**config.mk**
```make
export PLATFORM = sky130hd
export DESIGN_NAME = list_deque_index_remove_core
export DESIGN_NICKNAME = d
export VERILOG_FILES = /design/src/rtl/ldq_pkg.sv /design/src/rtl/list_deque_index_remove_core.sv
export SDC_FILE = /design/constraint.sdc
export NUM_CORES = 1
export LEC_CHECK = 0
export BUFFER_PORTS_ARGS = -buffer_cell sky130_fd_sc_hd__clkbuf_2
export CAP_MARGIN = 25
export CELL_PAD_IN_SITES_DETAIL_PLACEMENT = 0
export CELL_PAD_IN_SITES_GLOBAL_PLACEMENT = 1
export CORE_UTILIZATION = 45
export CTS_CLUSTER_DIAMETER = 40
export CTS_CLUSTER_SIZE = 24
export DETAILED_ROUTE_END_ITERATION = 6
export GPL_TIMING_DRIVEN = 1
export PLACE_DENSITY = 0.65
export SYNTH_ARGS = -nofsm -noshare
export SYNTH_HDL_FRONTEND = slang
export SYNTH_SLANG_ARGS = --single-unit
```
**constraint.sdc**
```tcl
create_clock -name clk -period 7.5 [get_ports clk]
set_input_delay 0 -clock clk [delete_from_list [all_inputs] [get_ports clk]]
set_output_delay 0 -clock clk [all_outputs]
set_load 0.02 [all_outputs]
```
**src/rtl/ldq_pkg.sv**
```systemverilog
// ----------------------------------------------------------------------------
// Deque package
// Field widths, operation codes, status codes and sequencer states that the
// indexed-removal deque core uses.
// ----------------------------------------------------------------------------
package ldq_pkg;

	localparam int OPCODE_W = 3;
	localparam int DATA_W   = 32;
	localparam int POS_W    = 4;
	localparam int STATUS_W = 2;
	localparam int OCC_W    = 5;

	localparam logic [OPCODE_W-1:0] OP_PUSH_FRONT = 3'd0;
	localparam logic [OPCODE_W-1:0] OP_PUSH_BACK  = 3'd1;
	localparam logic [OPCODE_W-1:0] OP_POP_FRONT  = 3'd2;
	localparam logic [OPCODE_W-1:0] OP_POP_BACK   = 3'd3;
	localparam logic [OPCODE_W-1:0] OP_REMOVE     = 3'd4;
	localparam logic [OPCODE_W-1:0] OP_DUMP       = 3'd5;

	typedef enum logic [STATUS_W-1:0] {
		ST_OK    = 2'd0,
		ST_EMPTY = 2'd1,
		ST_RANGE = 2'd2,
		ST_FULL  = 2'd3
	} status_t;

	typedef enum logic [2:0] {
		S_IDLE,
		S_DECODE,
		S_POP_FIN,
		S_REM_CAP,
		S_SHIFT_RD,
		S_SHIFT_WR,
		S_DUMP_RD,
		S_DUMP_EMIT
	} state_t;

endpackage

```
**src/rtl/list_deque_index_remove_core.sv**
```systemverilog
// ----------------------------------------------------------------------------
// Bounded deque with indexed removal
// A circular store of signed 32-bit entries with push and pop at both ends,
// removal at an index with gap closing, and a front-to-back dump.
// ----------------------------------------------------------------------------
// A command beat is taken on a rising edge where start is high and busy is
// low; opcode, value and position are sampled then. busy stays high until the
// cycle in which the last result of that command is presented. Each result
// beat is shown for exactly one cycle with strobe high, and the receiver
// cannot hold it off.
// Every command gives one result, except a dump of a non-empty list, which
// gives one result per entry from front to back; last marks the final one.
// The entry store is a single-port memory with registered read data, and one
// shared modulo adder forms every store address from the head position.
// Pushes and errors give their result from the decode state; a pop reads
// its entry in decode and gives it from the pop-finish state. A removal
// captures the removed entry, then moves each entry behind it one place
// forward; each shifted entry needs a read and a write on the one memory
// port. A dump alternates between reading an entry and emitting it. The
// next command can be taken on the edge that ends the last result beat.
// Reset empties the list and sets the head position to zero; the store
// contents are not cleared, as only occupied entries are ever read.
// ----------------------------------------------------------------------------
module list_deque_index_remove_core #(
	parameter int DEPTH = 16
) (
	input  logic                           clk,
	input  logic                           arst_n,
	input  logic                           start,
	output logic                           busy,
	input  logic [ldq_pkg::OPCODE_W-1:0]   opcode,
	input  logic signed [ldq_pkg::DATA_W-1:0] value,
	input  logic [ldq_pkg::POS_W-1:0]      position,
	output logic                           strobe,
	output logic signed [ldq_pkg::DATA_W-1:0] data_out,
	output logic [ldq_pkg::STATUS_W-1:0]   status,
	output logic [ldq_pkg::OCC_W-1:0]      occupancy,
	output logic                           last
);

	import ldq_pkg::*;

	localparam int PW = (DEPTH > 1) ? $clog2(DEPTH) : 1;
	localparam int CW = $clog2(DEPTH + 1);
	localparam int XW = (CW > POS_W) ? CW : POS_W;

	state_t state_q, state_d;

	logic [OPCODE_W-1:0]      op_q;
	logic [DATA_W-1:0]        val_q;
	logic [POS_W-1:0]         pos_q;
	logic [PW-1:0]            head_q, head_d;
	logic [CW-1:0]            count_q, count_d;
	logic [CW-1:0]            idx_q, idx_d, idx_inc;
	logic [DATA_W-1:0]        data_q, data_d;
	logic [DATA_W-1:0]        rd_data_q;
	logic [DATA_W-1:0]        mem [DEPTH];

	logic [PW-1:0]            off;
	logic [PW:0]              slot_sum;
	logic [PW-1:0]            slot_addr;
	logic                     mem_we;
	logic [DATA_W-1:0]        mem_wdata;
	logic                     full, empty, out_of_range;

	logic                     res_fire;
	logic [DATA_W-1:0]        res_data;
	status_t                  res_status;
	logic                     res_last;

	logic                     strobe_q;
	logic [DATA_W-1:0]        data_out_q;
	status_t                  status_q;
	logic [OCC_W-1:0]         occupancy_q;
	logic                     last_q;

	assign slot_sum  = {1'b0, head_q} + {1'b0, off};
	assign slot_addr = (slot_sum >= (PW+1)'(DEPTH)) ? PW'(slot_sum - (PW+1)'(DEPTH))
	                                                 : PW'(slot_sum);

	assign full         = (count_q == CW'(DEPTH));
	assign empty        = (count_q == '0);
	assign out_of_range = (XW'(pos_q) >= XW'(count_q));
	assign idx_inc      = idx_q + CW'(1);

	always_ff @(posedge clk or negedge arst_n) begin
		if (!arst_n) begin
			state_q  <= S_IDLE;
			head_q   <= '0;
			count_q  <= '0;
			idx_q    <= '0;
			strobe_q <= 1'b0;
		end else begin
			state_q  <= state_d;
			head_q   <= head_d;
			count_q  <= count_d;
			idx_q    <= idx_d;
			strobe_q <= res_fire;
		end
	end

	always_ff @(posedge clk) begin
		if (start && !busy) begin
			op_q  <= opcode;
			val_q <= value;
			pos_q <= position;
		end
		data_q <= data_d;
		if (res_fire) begin
			data_out_q  <= res_data;
			status_q    <= res_status;
			occupancy_q <= OCC_W'(count_d);
			last_q      <= res_last;
		end
	end

	always_ff @(posedge clk) begin
		if (mem_we) begin
			mem[slot_addr] <= mem_wdata;
		end
		rd_data_q <= mem[slot_addr];
	end

	always_comb begin
		state_d    = state_q;
		head_d     = head_q;
		count_d    = count_q;
		idx_d      = idx_q;
		data_d     = data_q;
		off        = '0;
		mem_we     = 1'b0;
		mem_wdata  = val_q;
		res_fire   = 1'b0;
		res_data   = '0;
		res_status = ST_OK;
		res_last   = 1'b1;
		case (state_q)
			S_IDLE: begin
				if (start) begin
					state_d = S_DECODE;
				end
			end
			S_DECODE: begin
				state_d = S_IDLE;
				case (op_q)
					OP_PUSH_FRONT: begin
						res_fire = 1'b1;
						if (full) begin
							res_status = ST_FULL;
						end else begin
							off     = PW'(DEPTH - 1);
							mem_we  = 1'b1;
							head_d  = slot_addr;
							count_d = count_q + CW'(1);
						end
					end
					OP_PUSH_BACK: begin
						res_fire = 1'b1;
						if (full) begin
							res_status = ST_FULL;
						end else begin
							off     = PW'(count_q);
							mem_we  = 1'b1;
							count_d = count_q + CW'(1);
						end
					end
					OP_POP_FRONT, OP_POP_BACK: begin
						if (empty) begin
							res_fire   = 1'b1;
							res_status = ST_EMPTY;
						end else begin
							off     = (op_q == OP_POP_BACK) ? PW'(count_q - CW'(1)) : '0;
							state_d = S_POP_FIN;
						end
					end
					OP_REMOVE: begin
						if (empty) begin
							res_fire   = 1'b1;
							res_status = ST_EMPTY;
						end else if (out_of_range) begin
							res_fire   = 1'b1;
							res_status = ST_RANGE;
						end else begin
							off     = PW'(pos_q);
							idx_d   = CW'(pos_q);
							state_d = S_REM_CAP;
						end
					end
					OP_DUMP: begin
						if (empty) begin
							res_fire   = 1'b1;
							res_status = ST_EMPTY;
						end else begin
							idx_d   = '0;
							state_d = S_DUMP_RD;
						end
					end
					default: begin
						res_fire = 1'b1;
					end
				endcase
			end
			S_POP_FIN: begin
				res_fire = 1'b1;
				res_data = rd_data_q;
				count_d  = count_q - CW'(1);
				if (op_q == OP_POP_FRONT) begin
					off    = PW'(1);
					head_d = slot_addr;
				end
				state_d = S_IDLE;
			end
			S_REM_CAP: begin
				data_d  = rd_data_q;
				state_d = S_SHIFT_RD;
			end
			S_SHIFT_RD: begin
				if (idx_inc < count_q) begin
					off     = PW'(idx_inc);
					state_d = S_SHIFT_WR;
				end else begin
					res_fire = 1'b1;
					res_data = data_q;
					count_d  = count_q - CW'(1);
					state_d  = S_IDLE;
				end
			end
			S_SHIFT_WR: begin
				off       = PW'(idx_q);
				mem_we    = 1'b1;
				mem_wdata = rd_data_q;
				idx_d     = idx_inc;
				state_d   = S_SHIFT_RD;
			end
			S_DUMP_RD: begin
				off     = PW'(idx_q);
				state_d = S_DUMP_EMIT;
			end
			S_DUMP_EMIT: begin
				res_fire = 1'b1;
				res_data = rd_data_q;
				res_last = (idx_inc == count_q);
				idx_d    = idx_inc;
				state_d  = res_last ? S_IDLE : S_DUMP_RD;
			end
			default: begin
				state_d = S_IDLE;
			end
		endcase
	end

	assign busy      = (state_q != S_IDLE);
	assign strobe    = strobe_q;
	assign data_out  = data_out_q;
	assign status    = status_q;
	assign occupancy = occupancy_q;
	assign last      = last_q;

	// A result beat is only ever produced by work started in an earlier cycle.
	a_strobe_after_busy: assert property (@(posedge clk) disable iff (!arst_n)
		strobe |-> $past(busy))
		else $error("result beat without a command in progress");

	a_count_bound: assert property (@(posedge clk) disable iff (!arst_n)
		count_q <= CW'(DEPTH))
		else $error("entry count exceeds the store depth");

	a_head_bound: assert property (@(posedge clk) disable iff (!arst_n)
		{1'b0, head_q} < (PW+1)'(DEPTH))
		else $error("head position outside the store");

	a_error_zero_data: assert property (@(posedge clk) disable iff (!arst_n)
		(strobe && status != ST_OK) |-> (data_out == '0))
		else $error("error result carries non-zero data");

	a_start_busy: assert property (@(posedge clk) disable iff (!arst_n)
		(start && !busy) |=> busy)
		else $error("accepted command did not raise busy");

	a_last_idle: assert property (@(posedge clk) disable iff (!arst_n)
		(strobe && last) |-> !busy)
		else $error("final result beat while still busy");

endmodule
```
==> results of run 1 <==
[worst max-delay path, stage by stage, from the launching register on]
cell and delay (ps):
sky130_fd_sc_hd__dfrtp_1 500, sky130_fd_sc_hd__ha_1 300, sky130_fd_sc_hd__nand3_1 110, sky130_fd_sc_hd__xnor2_1 210, sky130_fd_sc_hd__ha_1 280, sky130_fd_sc_hd__nand3_1 110, sky130_fd_sc_hd__o21bai_1 210, sky130_fd_sc_hd__nand2_1 130
sky130_fd_sc_hd__or3_1 380, sky130_fd_sc_hd__o221ai_1 310, sky130_fd_sc_hd__ha_4 180, sky130_fd_sc_hd__inv_1 50, sky130_fd_sc_hd__fa_4 1390, sky130_fd_sc_hd__nand3b_1 370, sky130_fd_sc_hd__nor3_2 690, sky130_fd_sc_hd__buf_4 430
[stage by stage]
| stage | instances | area (um2) | setup slack (ps) |
|---|---|---|---|
| floorplan | 1262 | 26100 | 859.7 |
| global placement | 2080 | 27670 | 1578 |
| detailed placement | 2082 | 27710 | 1475 |
| CTS | 2293 | 31170 | 1438 |
| global route | 2294 | 31190 | 1088 |
| finish | 2294 | 31190 | 1466 |
[worst min path at each step]
stage / start / end / slack (ps) / cells after the start
floorplan: arst_n / count_q[0] / -300 / 0
finish: value[31] / val_q[31] / 70 / 2
CTS: value[31] / val_q[31] / 40 / 2
global route: value[18] / val_q[18] / 50 / 2
detailed placement: arst_n / state_q[0] / 20 / 1
global placement: arst_n / state_q[0] / 20 / 1
[where the power goes]
part / switching, W / total [W] / internal, W / leakage, nW
combinational: 0.00208 / 0.00363 / 0.00156 / 3.32
clock: 0.00172 / 0.00420 / 0.00248 / 1.47
sequential: 0.000272 / 0.00515 / 0.00488 / 6.15
[area by class of cell]
cell class	count	area share
Tap cell	756	0.03033
Timing Repair Buffer	168	0.03883
Sequential cell	673	0.6348
Clock inverter	68	0.02082
Inverter	16	0.001926
Multi-Input combinational cell	512	0.1965
Clock buffer	101	0.07682
[cells in the final DEF, fill, tap and decap left out, types with 22 or more instances in the layout]
master,count
sky130_fd_sc_hd__dlygate4sd3_1,42
sky130_fd_sc_hd__clkbuf_2,83
sky130_fd_sc_hd__nand2_1,25
sky130_fd_sc_hd__buf_4,39
sky130_fd_sc_hd__nor2_1,22
sky130_fd_sc_hd__mux2_2,33
sky130_fd_sc_hd__mux2i_1,97
sky130_fd_sc_hd__edfxtp_1,623
sky130_fd_sc_hd__mux4_2,128
sky130_fd_sc_hd__dfxtp_1,32
sky130_fd_sc_hd__clkbuf_16,92
sky130_fd_sc_hd__a22o_1,33
[flip-flops by register name, indices dropped and copies added, names as in the netlist]
| register | cells |
|---|---|
| count_q | 5 |
| data_out | 32 |
| data_q | 32 |
| head_q | 4 |
| idx_q | 5 |
| last | 1 |
| mem | 512 |
| occupancy | 5 |
| op_q | 3 |
| pos_q | 4 |
| rd_data_q | 32 |
| state_q | 3 |
| status | 2 |
| strobe | 1 |
| val_q | 32 |
[synth_stat cells (2+ instances only)]
cell type	instances	area (um2)
sky130_fd_sc_hd__xor2_1	3	26.28
sky130_fd_sc_hd__buf_1	7	26.28
sky130_fd_sc_hd__nand2_1	26	97.59
sky130_fd_sc_hd__or3_1	3	18.77
sky130_fd_sc_hd__a211oi_1	2	15.01
sky130_fd_sc_hd__nand4b_1	2	17.52
sky130_fd_sc_hd__clkbuf_1	38	142.6
sky130_fd_sc_hd__a31oi_1	2	12.51
sky130_fd_sc_hd__nor3_1	21	105.1
sky130_fd_sc_hd__o21bai_1	2	15.01
sky130_fd_sc_hd__o211ai_1	5	37.54
sky130_fd_sc_hd__mux4_2	128	2883
sky130_fd_sc_hd__o32ai_1	2	17.52
sky130_fd_sc_hd__nand3b_1	3	22.52
sky130_fd_sc_hd__buf_2	12	60.06
sky130_fd_sc_hd__o21a_1	3	22.52
sky130_fd_sc_hd__ha_1	19	237.7
sky130_fd_sc_hd__nor2b_1	7	43.79
sky130_fd_sc_hd__mux2i_1	97	970.9
sky130_fd_sc_hd__and3_1	2	12.51
sky130_fd_sc_hd__and2_1	3	18.77
sky130_fd_sc_hd__o2bb2ai_1	2	17.52
sky130_fd_sc_hd__a21oi_1	18	90.09
sky130_fd_sc_hd__nor3b_1	2	15.01
sky130_fd_sc_hd__nor4_1	2	12.51
sky130_fd_sc_hd__o21ai_0	13	65.06
sky130_fd_sc_hd__o221ai_1	2	17.52
sky130_fd_sc_hd__inv_1	16	60.06
sky130_fd_sc_hd__nand3_1	14	70.07
sky130_fd_sc_hd__buf_6	4	45.04
sky130_fd_sc_hd__dfxtp_1	32	640.6
sky130_fd_sc_hd__nand4_1	2	12.51
sky130_fd_sc_hd__xnor2_1	6	52.55
sky130_fd_sc_hd__mux2_2	33	371.6
sky130_fd_sc_hd__a22oi_1	3	22.52
sky130_fd_sc_hd__a21o_1	3	22.52
sky130_fd_sc_hd__nor3_2	2	20.02
sky130_fd_sc_hd__dfrtp_1	18	450.4
sky130_fd_sc_hd__nor2_1	25	93.84
sky130_fd_sc_hd__nand2b_1	4	25.02
sky130_fd_sc_hd__o311ai_0	3	26.28
sky130_fd_sc_hd__a22o_1	33	289.0
sky130_fd_sc_hd__edfxtp_1	623	18710
[metal layers]
metal	global-route usage	vias up	routed length, um
met5	0	-	0
met4	0.05568	0	1018
met3	0.03671	75	2755
met2	0.3200	343	28050
met1	0.2757	6791	25200
li1	-	5643	-
[cell families (layout without fill, tap and decap cells)]
family                   after synthesis  count (layout)  share of synthesized area
AO/OA/AOI/OAI                        105             105                    0.02992
XOR/XNOR                              10              10                   0.004076
adder cells (fa/ha/maj)               20              20                   0.009877
buffers and inverters                 77             353                    0.01280
flip-flops                           673             673                     0.7587
multiplexers                         258             258                     0.1619
AND/OR/NAND/NOR                      119             119                    0.02268
[what timing repair did]
item	4_1_cts	5_1_grt
endpoints found under the hold margin	76	0
setup buffers	0	0
hold buffers	42	0
gates resized for setup	0	0
==> run_results.csv, run 1 <==
group,metric,value,unit
run_status,run_status,"completed",
clocking,clkLatencyLatePin,630,ps
floorplan,dieHeight,242.8,um
timing,setup_repair_after_global_routing_missed_its_margin,"false",
worst_setup_path,worstSetupPathType,"flip-flop to flip-flop",
worst_setup_path,crit_start,"idx_q[0]",
timing,finalWorstPathRequiredPeriod,6034,ps
worst_setup_path,crit-reg2reg-capture,"mem[0][29]",
logic_synthesis,per_instance_average_area_after_synthesis,20.68,um2
pwr,total_leakage_power,10.94,nW
logic_synthesis,synth_area,0.02610,mm2
final_layout,area.sequential,0.01980,mm2
clocking,clock_sink_count,673,
timing,hold_slack,71.02,ps
detailed_routing,detail_route.vias_per_cell,5.602,
final_layout,n_antenna_cell,0,
logic_synthesis,synth_nets,1324,
worst_setup_path,critical_path_arrival,6320,ps
placed_design,io_buffer_count,83,
detailed_routing,drt-total-wl,57.02,mm
logic_synthesis,number_of_synthesized_flops_with_an_enable_pin,623,
logic_synthesis,yosysSeqAreaShare,0.7587,
timing,max-slew-margin-rel,0.2842,
timing,slew_violations,0,
final_layout,layout_cells_sized_above_1,0.3108,
timing,report.final.hold_viol_count,0,
logic_synthesis,syn_inst,1262,
logic_synthesis,yosys_warnings,0,
hold_path,worstHoldPathType,"input pin to flip-flop",
floorplan,num_rows,87,
worst_setup_path,crit_path_start_kind,"flip-flop",
detailed_routing,dr.first_iter.drc_count,844,
global_routing,grt_pass1_vias,13370,
global_routing,grt_antenna_before_repair,0,
global_routing,largest_net_degree_at_the_start_of_global_routing,89,
clocking,clkSlewWorstSetupHoldPaths,60,ps
worst_setup_path,worstReg2RegStart,"idx_q[0]",
logic_synthesis,netlist-cell-type-count,58,
detailed_routing,route.vias.total,12850,
logic_synthesis,asyncSetResetFlopFracSynth,0.02675,
detailed_routing,drt.antenna.violating_nets,0,
logic_synthesis,synth-seq-cells,673,
clocking,numCtsBuffers,90,
placed_design,place_congestion,0.8408,
worst_setup_path,worst_r2r_path_depth,15,
clocking,cts-root-to-sink-buffers,3,
timing,report.final.setup_viol,0,
final_layout,share_of_the_core_filled_with_cells,0.5489,
logic_synthesis,commonest_register_cell_after_synthesis,"sky130_fd_sc_hd__edfxtp_1",
detailed_routing,drc,0,
timing,skew,35.30,ps
floorplan,starting_utilization_of_the_core_area,0.4592,
final_layout,area_delta_synth_final,19.52,%
timing,maxClockFrequency,165.7,MHz
timing,layout_worst_path_cycle_share,0.8046,
global_routing,grt_remaining_overflow,0,
floorplan,fp.dieArea,0.05896,mm2
pwr,ir_drop,291.0,uV
floorplan,floorplan.io_pins,84,
placed_design,dp_hpwl,31.48,mm
timing,final.setup.tns,0,ps
global_routing,first_pass_grt_wire_length,85.53,mm
final_layout,nNetsFinal,1523,
worst_setup_path,worst_ep_required_time,7790,ps
worst_setup_path,timing.critical_path.fanout_max,55,
pwr,report.power.total,0.01299,W
clocking,h-tree-depth,3,
floorplan,core_area,0.05682,mm2
floorplan,die_width,242.8,um
pwr,p_per_area,416.4,mW/mm2
worst_setup_path,regToRegSetupSlack,1470,ps
worst_setup_path,setup.worst_path.end_class,"flip-flop",
final_layout,footprint_of_the_multi_input_gates,0.006128,mm2
clocking,ctsRootBufferMaster,"sky130_fd_sc_hd__clkbuf_16",
final_layout,n_fill_cell,4415,
global_routing,grt_use_total,0.1979,
run,max_cap_violations,0,
clocking,cts_tree,"built",
timing,tightest_slew,1070,ps
detailed_routing,first_pass_iters,5,
detailed_routing,avgRoutedWirePerCell,24.86,um
worst_setup_path,critPathCapture,"mem[0][29]",
No activity file was read; power rests on OpenSTA's default activity.
==> run 2: changes to the inputs <==
--- a/config.mk
+++ b/config.mk
@@ -5,6 +5,7 @@
 export SDC_FILE = /design/constraint.sdc
 export NUM_CORES = 1
 export LEC_CHECK = 0
+export ABC_AREA = 1
 export BUFFER_PORTS_ARGS = -buffer_cell sky130_fd_sc_hd__clkbuf_2
 export CAP_MARGIN = 25
 export CELL_PAD_IN_SITES_DETAIL_PLACEMENT = 0
@@ -14,7 +15,7 @@
 export CTS_CLUSTER_SIZE = 24
 export DETAILED_ROUTE_END_ITERATION = 6
 export GPL_TIMING_DRIVEN = 1
-export PLACE_DENSITY = 0.65
+export PLACE_DENSITY = 0.68
 export SYNTH_ARGS = -nofsm -noshare
 export SYNTH_HDL_FRONTEND = slang
 export SYNTH_SLANG_ARGS = --single-unit
==> constraint.sdc (replaced) <==
create_clock -name clk -period 6.25 [get_ports clk]
set_input_delay 0 -clock clk [delete_from_list [all_inputs] [get_ports clk]]
set_output_delay 0 -clock clk [all_outputs]
set_load 0.02 [all_outputs]
==> run 2 against run 1 <==
Sequential power up 20%. Maximum frequency up 16%. Area after synthesis down 0.48%. Non-clock buffer count up 36. Cell area up 0.85%. Critical path depth up 6. Sequential cell count unchanged. First-iteration DRC count up 98%. Register-to-register slack worse by 440 ps. Setup slack worse by 440 ps. Cell count up 27%. Count of clock-buffer cells in the layout down 2. Critical endpoint is now mem[9][17]. Largest power group is now combinational cells.
==> run_results.csv, run 2 <==
group,metric,value,unit
run_status,run_status,"completed",
final_layout,final_common_cell,"sky130_fd_sc_hd__edfxtp_1",
clocking,ctsRootBufferMaster,"sky130_fd_sc_hd__clkbuf_16",
detailed_routing,first_pass_iters,7,
logic_synthesis,synth.top_cells.by_area,"sky130_fd_sc_hd__edfxtp_1 72%, sky130_fd_sc_hd__nand2_1 6.0%, sky130_fd_sc_hd__a22oi_1 3.0%, sky130_fd_sc_hd__o21ai_0 2.7%, sky130_fd_sc_hd__dfxtp_1 2.5%",
global_routing,grt_antenna_before_repair,1,
detailed_routing,dr.first_iter.drc_count,1670,
timing,setup_repair_after_global_routing_missed_its_margin,"false",
floorplan,core_area,0.05671,mm2
timing,report.final.hold_viol_count,0,
clocking,cts-root-to-sink-buffers,3,
floorplan,die_width,242.2,um
final_layout,layout.cells.most_common_list,"623 x sky130_fd_sc_hd__edfxtp_1, 415 x sky130_fd_sc_hd__nand2_1, 137 x sky130_fd_sc_hd__o21ai_0",
logic_synthesis,synth_nets,1944,
logic_synthesis,fraction_of_synthesized_area_in_multiplexers,0,
logic_synthesis,number_of_synthesized_flops_with_an_enable_pin,623,
clocking,cts-resized-gates,0,
pwr,power.share.combinational,0.352,
pwr,ir_drop,680.5,uV
logic_synthesis,yosys_warnings,0,
floorplan,fp.dieArea,0.05868,mm2
global_routing,grt_use_total,0.2336,
logic_synthesis,synth-xor-area-share,0.002698,
final_layout,n_antenna_cell,0,
timing,hold_slack,80.56,ps
worst_setup_path,critPathTopFamily,"simple AND/OR/NAND/NOR gates",
worst_setup_path,crit-reg2reg-capture,"mem[9][17]",
worst_setup_path,critical_path_buf_inv_count,4,
worst_setup_path,worst_ep_required_time,6580,ps
final_layout,stdcell_area,0.03146,mm2
logic_synthesis,post_synth_most_frequent_cells,"623 x sky130_fd_sc_hd__edfxtp_1, 415 x sky130_fd_sc_hd__nand2_1, 140 x sky130_fd_sc_hd__o21ai_0",
clocking,clkLatencyLatePin,640,ps
placed_design,dp_worst_setup_slack,1027,ps
pwr,clockPowerShare,0.299,
clocking,cts_tree,"built",
worst_setup_path,worst_r2r_path_depth,21,
detailed_routing,route.vias.total,16260,
clocking,cts_setup_buffers,0,
worst_setup_path,worstSetupPathType,"flip-flop to flip-flop",
worst_setup_path,critical-path-max-stage-delay,760,ps
final_layout,registers.top_by_ff_count,"mem",
floorplan,num_rows,87,
detailed_routing,drt-total-wl,67.79,mm
worst_setup_path,critical_path_arrival,5550,ps
placed_design,io_buffer_count,83,
final_layout,area_delta_synth_final,21.13,%
floorplan,starting_utilization_of_the_core_area,0.4579,
worst_setup_path,critPathSlowestCell,"sky130_fd_sc_hd__nor2_4",
logic_synthesis,synth_largest_type_area_fraction,0.7204,
worst_setup_path,regToRegSetupSlack,1030,ps
global_routing,first_pass_grt_wire_length,102.1,mm
logic_synthesis,synthSimpleGateAreaFrac,0.09511,
pwr,p_per_area,561.6,mW/mm2
logic_synthesis,yosysSeqAreaShare,0.7624,
hold_path,worstHoldPathType,"input pin to flip-flop",
logic_synthesis,syn_inst,1882,
pwr,internal_power,0.01080,W
logic_synthesis,synth_top_family_by_area,"compound AO/OA/AOI/OAI gates",
worst_setup_path,timing.critical_path.fanout_max,23,
logic_synthesis,synth-seq-cells,673,
timing,finalWorstPathRequiredPeriod,5222,ps
final_layout,nNetsFinal,2148,
timing,tightest_slew,850.3,ps
run,max_cap_violations,0,
detailed_routing,drt.antenna.violating_nets,0,
clocking,h-tree-depth,3,
worst_setup_path,crit_path_cell_trace,"ha_1 -> nand3_1 -> xor2_1 -> inv_1 -> ha_1 -> nand2_1 -> nor2_1 -> nand2_1 -> nand3_2 -> inv_1 -> a22oi_1 -> nand2_1 -> ha_1 -> a21oi_1 -> nand2_1 -> xor2_1 -> inv_1 -> nand2_4 -> nand3_1 -> nor2_4 -> buf_4",
hold_path,worstHoldStart,"position[0]",
logic_synthesis,asyncSetResetFlopFracSynth,0.02675,
global_routing,grt_remaining_overflow,0,
floorplan,dieHeight,242.2,um
timing,max-slew-margin-rel,0.4318,
pwr,netSwitchingFraction,0.3888,
worst_setup_path,crit_path_start_kind,"flip-flop",
timing,maxClockFrequency,191.5,MHz
timing,setup_slack,1028,ps
pwr,pwr-share-seq,0.349,
clocking,numCtsBuffers,92,
hold_path,hold_end,"pos_q[0]",
placed_design,post_placement_cell_area,0.02782,mm2
logic_synthesis,synth_largest_area_cell,"sky130_fd_sc_hd__edfxtp_1",
logic_synthesis,compound_gate_portion_of_the_synthesized_area,0.09891,
global_routing,grt_pass1_vias,16310,
final_layout,max_ffs_per_register,512,
pwr,switching_power,0.006868,W
worst_setup_path,critical_path.most_common_cell,"sky130_fd_sc_hd__nand2_1",
logic_synthesis,per_instance_average_area_after_synthesis,13.80,um2
logic_synthesis,commonest_register_cell_after_synthesis,"sky130_fd_sc_hd__edfxtp_1",
timing,report.final.setup_viol,0,
logic_synthesis,netlist-cell-type-count,41,
placed_design,place_congestion,0.8343,
pwr,total_leakage_power,11.37,nW
timing,final.setup.tns,0,ps
detailed_routing,drc,0,
logic_synthesis,synth_adder_area_share,0.009925,
worst_setup_path,worstReg2RegStart,"idx_q[0]",
detailed_routing,avgRoutedWirePerCell,23.21,um
timing,layout_worst_path_cycle_share,0.8355,
clocking,clock_sink_count,673,
floorplan,floorplan.io_pins,84,
logic_synthesis,synth.most_common_cell,"sky130_fd_sc_hd__edfxtp_1",
clocking,clkSlewWorstSetupHoldPaths,60,ps
timing,slew_violations,0,
final_layout,layout_cells_sized_above_1,0.1710,
global_routing,largest_net_degree_at_the_start_of_global_routing,117,
detailed_routing,detail_route.vias_per_cell,5.567,
timing,skew,21.63,ps
placed_design,dp_hpwl,38.65,mm
worst_setup_path,setup.worst_path.end_class,"flip-flop",
hold_path,worst_hold_path.num_cells,2,
logic_synthesis,synth_area,0.02597,mm2
clocking,cts_hold_buf,42,
-- run 2: cell count changes after synthesis, sizes merged, moves of 37 or more --
cell    previous run  this run
mux4             128         0
a21oi             18        55
nand3             14        88
a221oi             2        59
inv               16       103
o21ai             15       141
a22oi              3       104
mux2i             97         0
nand2             26       419
-- run 2: area by class of cell --
type                    count  area [um2]
clock inverters            73       838.3
inverters                 107       405.4
flip-flops and latches    673       19800
clock buffers              99        2360
multi-input cells        1008        5524
fillers                  4556       25260
well taps                 756       945.9
repair buffers            204        1584
-- run 2: how the worst max path moves through the flow --
| stage | cells after the start | end | startpoint |
|---|---|---|---|
| 2_1_floorplan | 18 | mem[10][0] | idx_q[0] |
| 3_3_place_gp | 21 | mem[9][26] | idx_q[0] |
| 5_1_grt | 21 | mem[9][17] | idx_q[0] |
| 4_1_cts | 21 | mem[9][17] | idx_q[0] |
| 3_5_place_dp | 21 | mem[9][26] | idx_q[0] |
| 6_report | 21 | mem[9][17] | idx_q[0] |
-- run 2: cells by family after synthesis --
logic type                 Yosys count
buffers and inverters              201
DFF                                673
AOI/OAI and AO/OA                  393
and+or+nand+nor                    587
adders and majority gates           20
xor gates and xnor gates             8
-- run 2: layer usage --
| layer | wire length [um] | up-vias | global-route usage |
|---|---|---|---|
| li1 | - | 7446 | - |
| met1 | 30330 | 8007 | 0.3363 |
| met2 | 30800 | 708 | 0.3621 |
| met3 | 5229 | 95 | 0.04165 |
| met4 | 1426 | 0 | 0.07353 |
| met5 | 0 | - | 0 |
-- run 2: through the flow --
stage	util	instances	power [W]
after floorplan	-	1882	0.01006
after global placement	0.4901	2701	0.01238
after detailed placement	0.4905	2704	0.01240
after CTS	0.5543	2918	0.01774
after global routing	0.5547	2920	0.01864
final	0.5547	2920	0.01767
-- run 2: power by group through the flow --
stage / logic, W / registers, W / clock network (W)
6_report: 0.00621 / 0.00617 / 0.00529
5_1_grt: 0.00686 / 0.00621 / 0.00556
4_1_cts: 0.00620 / 0.00617 / 0.00537
3_5_place_dp: 0.00615 / 0.00625 / 0
3_3_place_gp: 0.00614 / 0.00624 / 0
2_1_floorplan: 0.00373 / 0.00632 / 0
-- run 2: worst reg2reg max path, cell delays in order (launching register included) --
cell	delay, ps
sky130_fd_sc_hd__dfrtp_1	450
sky130_fd_sc_hd__ha_1	250
sky130_fd_sc_hd__nand3_1	100
sky130_fd_sc_hd__xor2_1	180
sky130_fd_sc_hd__inv_1	60
sky130_fd_sc_hd__ha_1	290
sky130_fd_sc_hd__nand2_1	70
sky130_fd_sc_hd__nor2_1	140
sky130_fd_sc_hd__nand2_1	90
sky130_fd_sc_hd__nand3_2	150
sky130_fd_sc_hd__inv_1	70
sky130_fd_sc_hd__a22oi_1	210
sky130_fd_sc_hd__nand2_1	90
sky130_fd_sc_hd__ha_1	340
sky130_fd_sc_hd__a21oi_1	140
sky130_fd_sc_hd__nand2_1	70
sky130_fd_sc_hd__xor2_1	260
sky130_fd_sc_hd__inv_1	120
sky130_fd_sc_hd__nand2_4	290
sky130_fd_sc_hd__nand3_1	380
sky130_fd_sc_hd__nor2_4	760
sky130_fd_sc_hd__buf_4	370
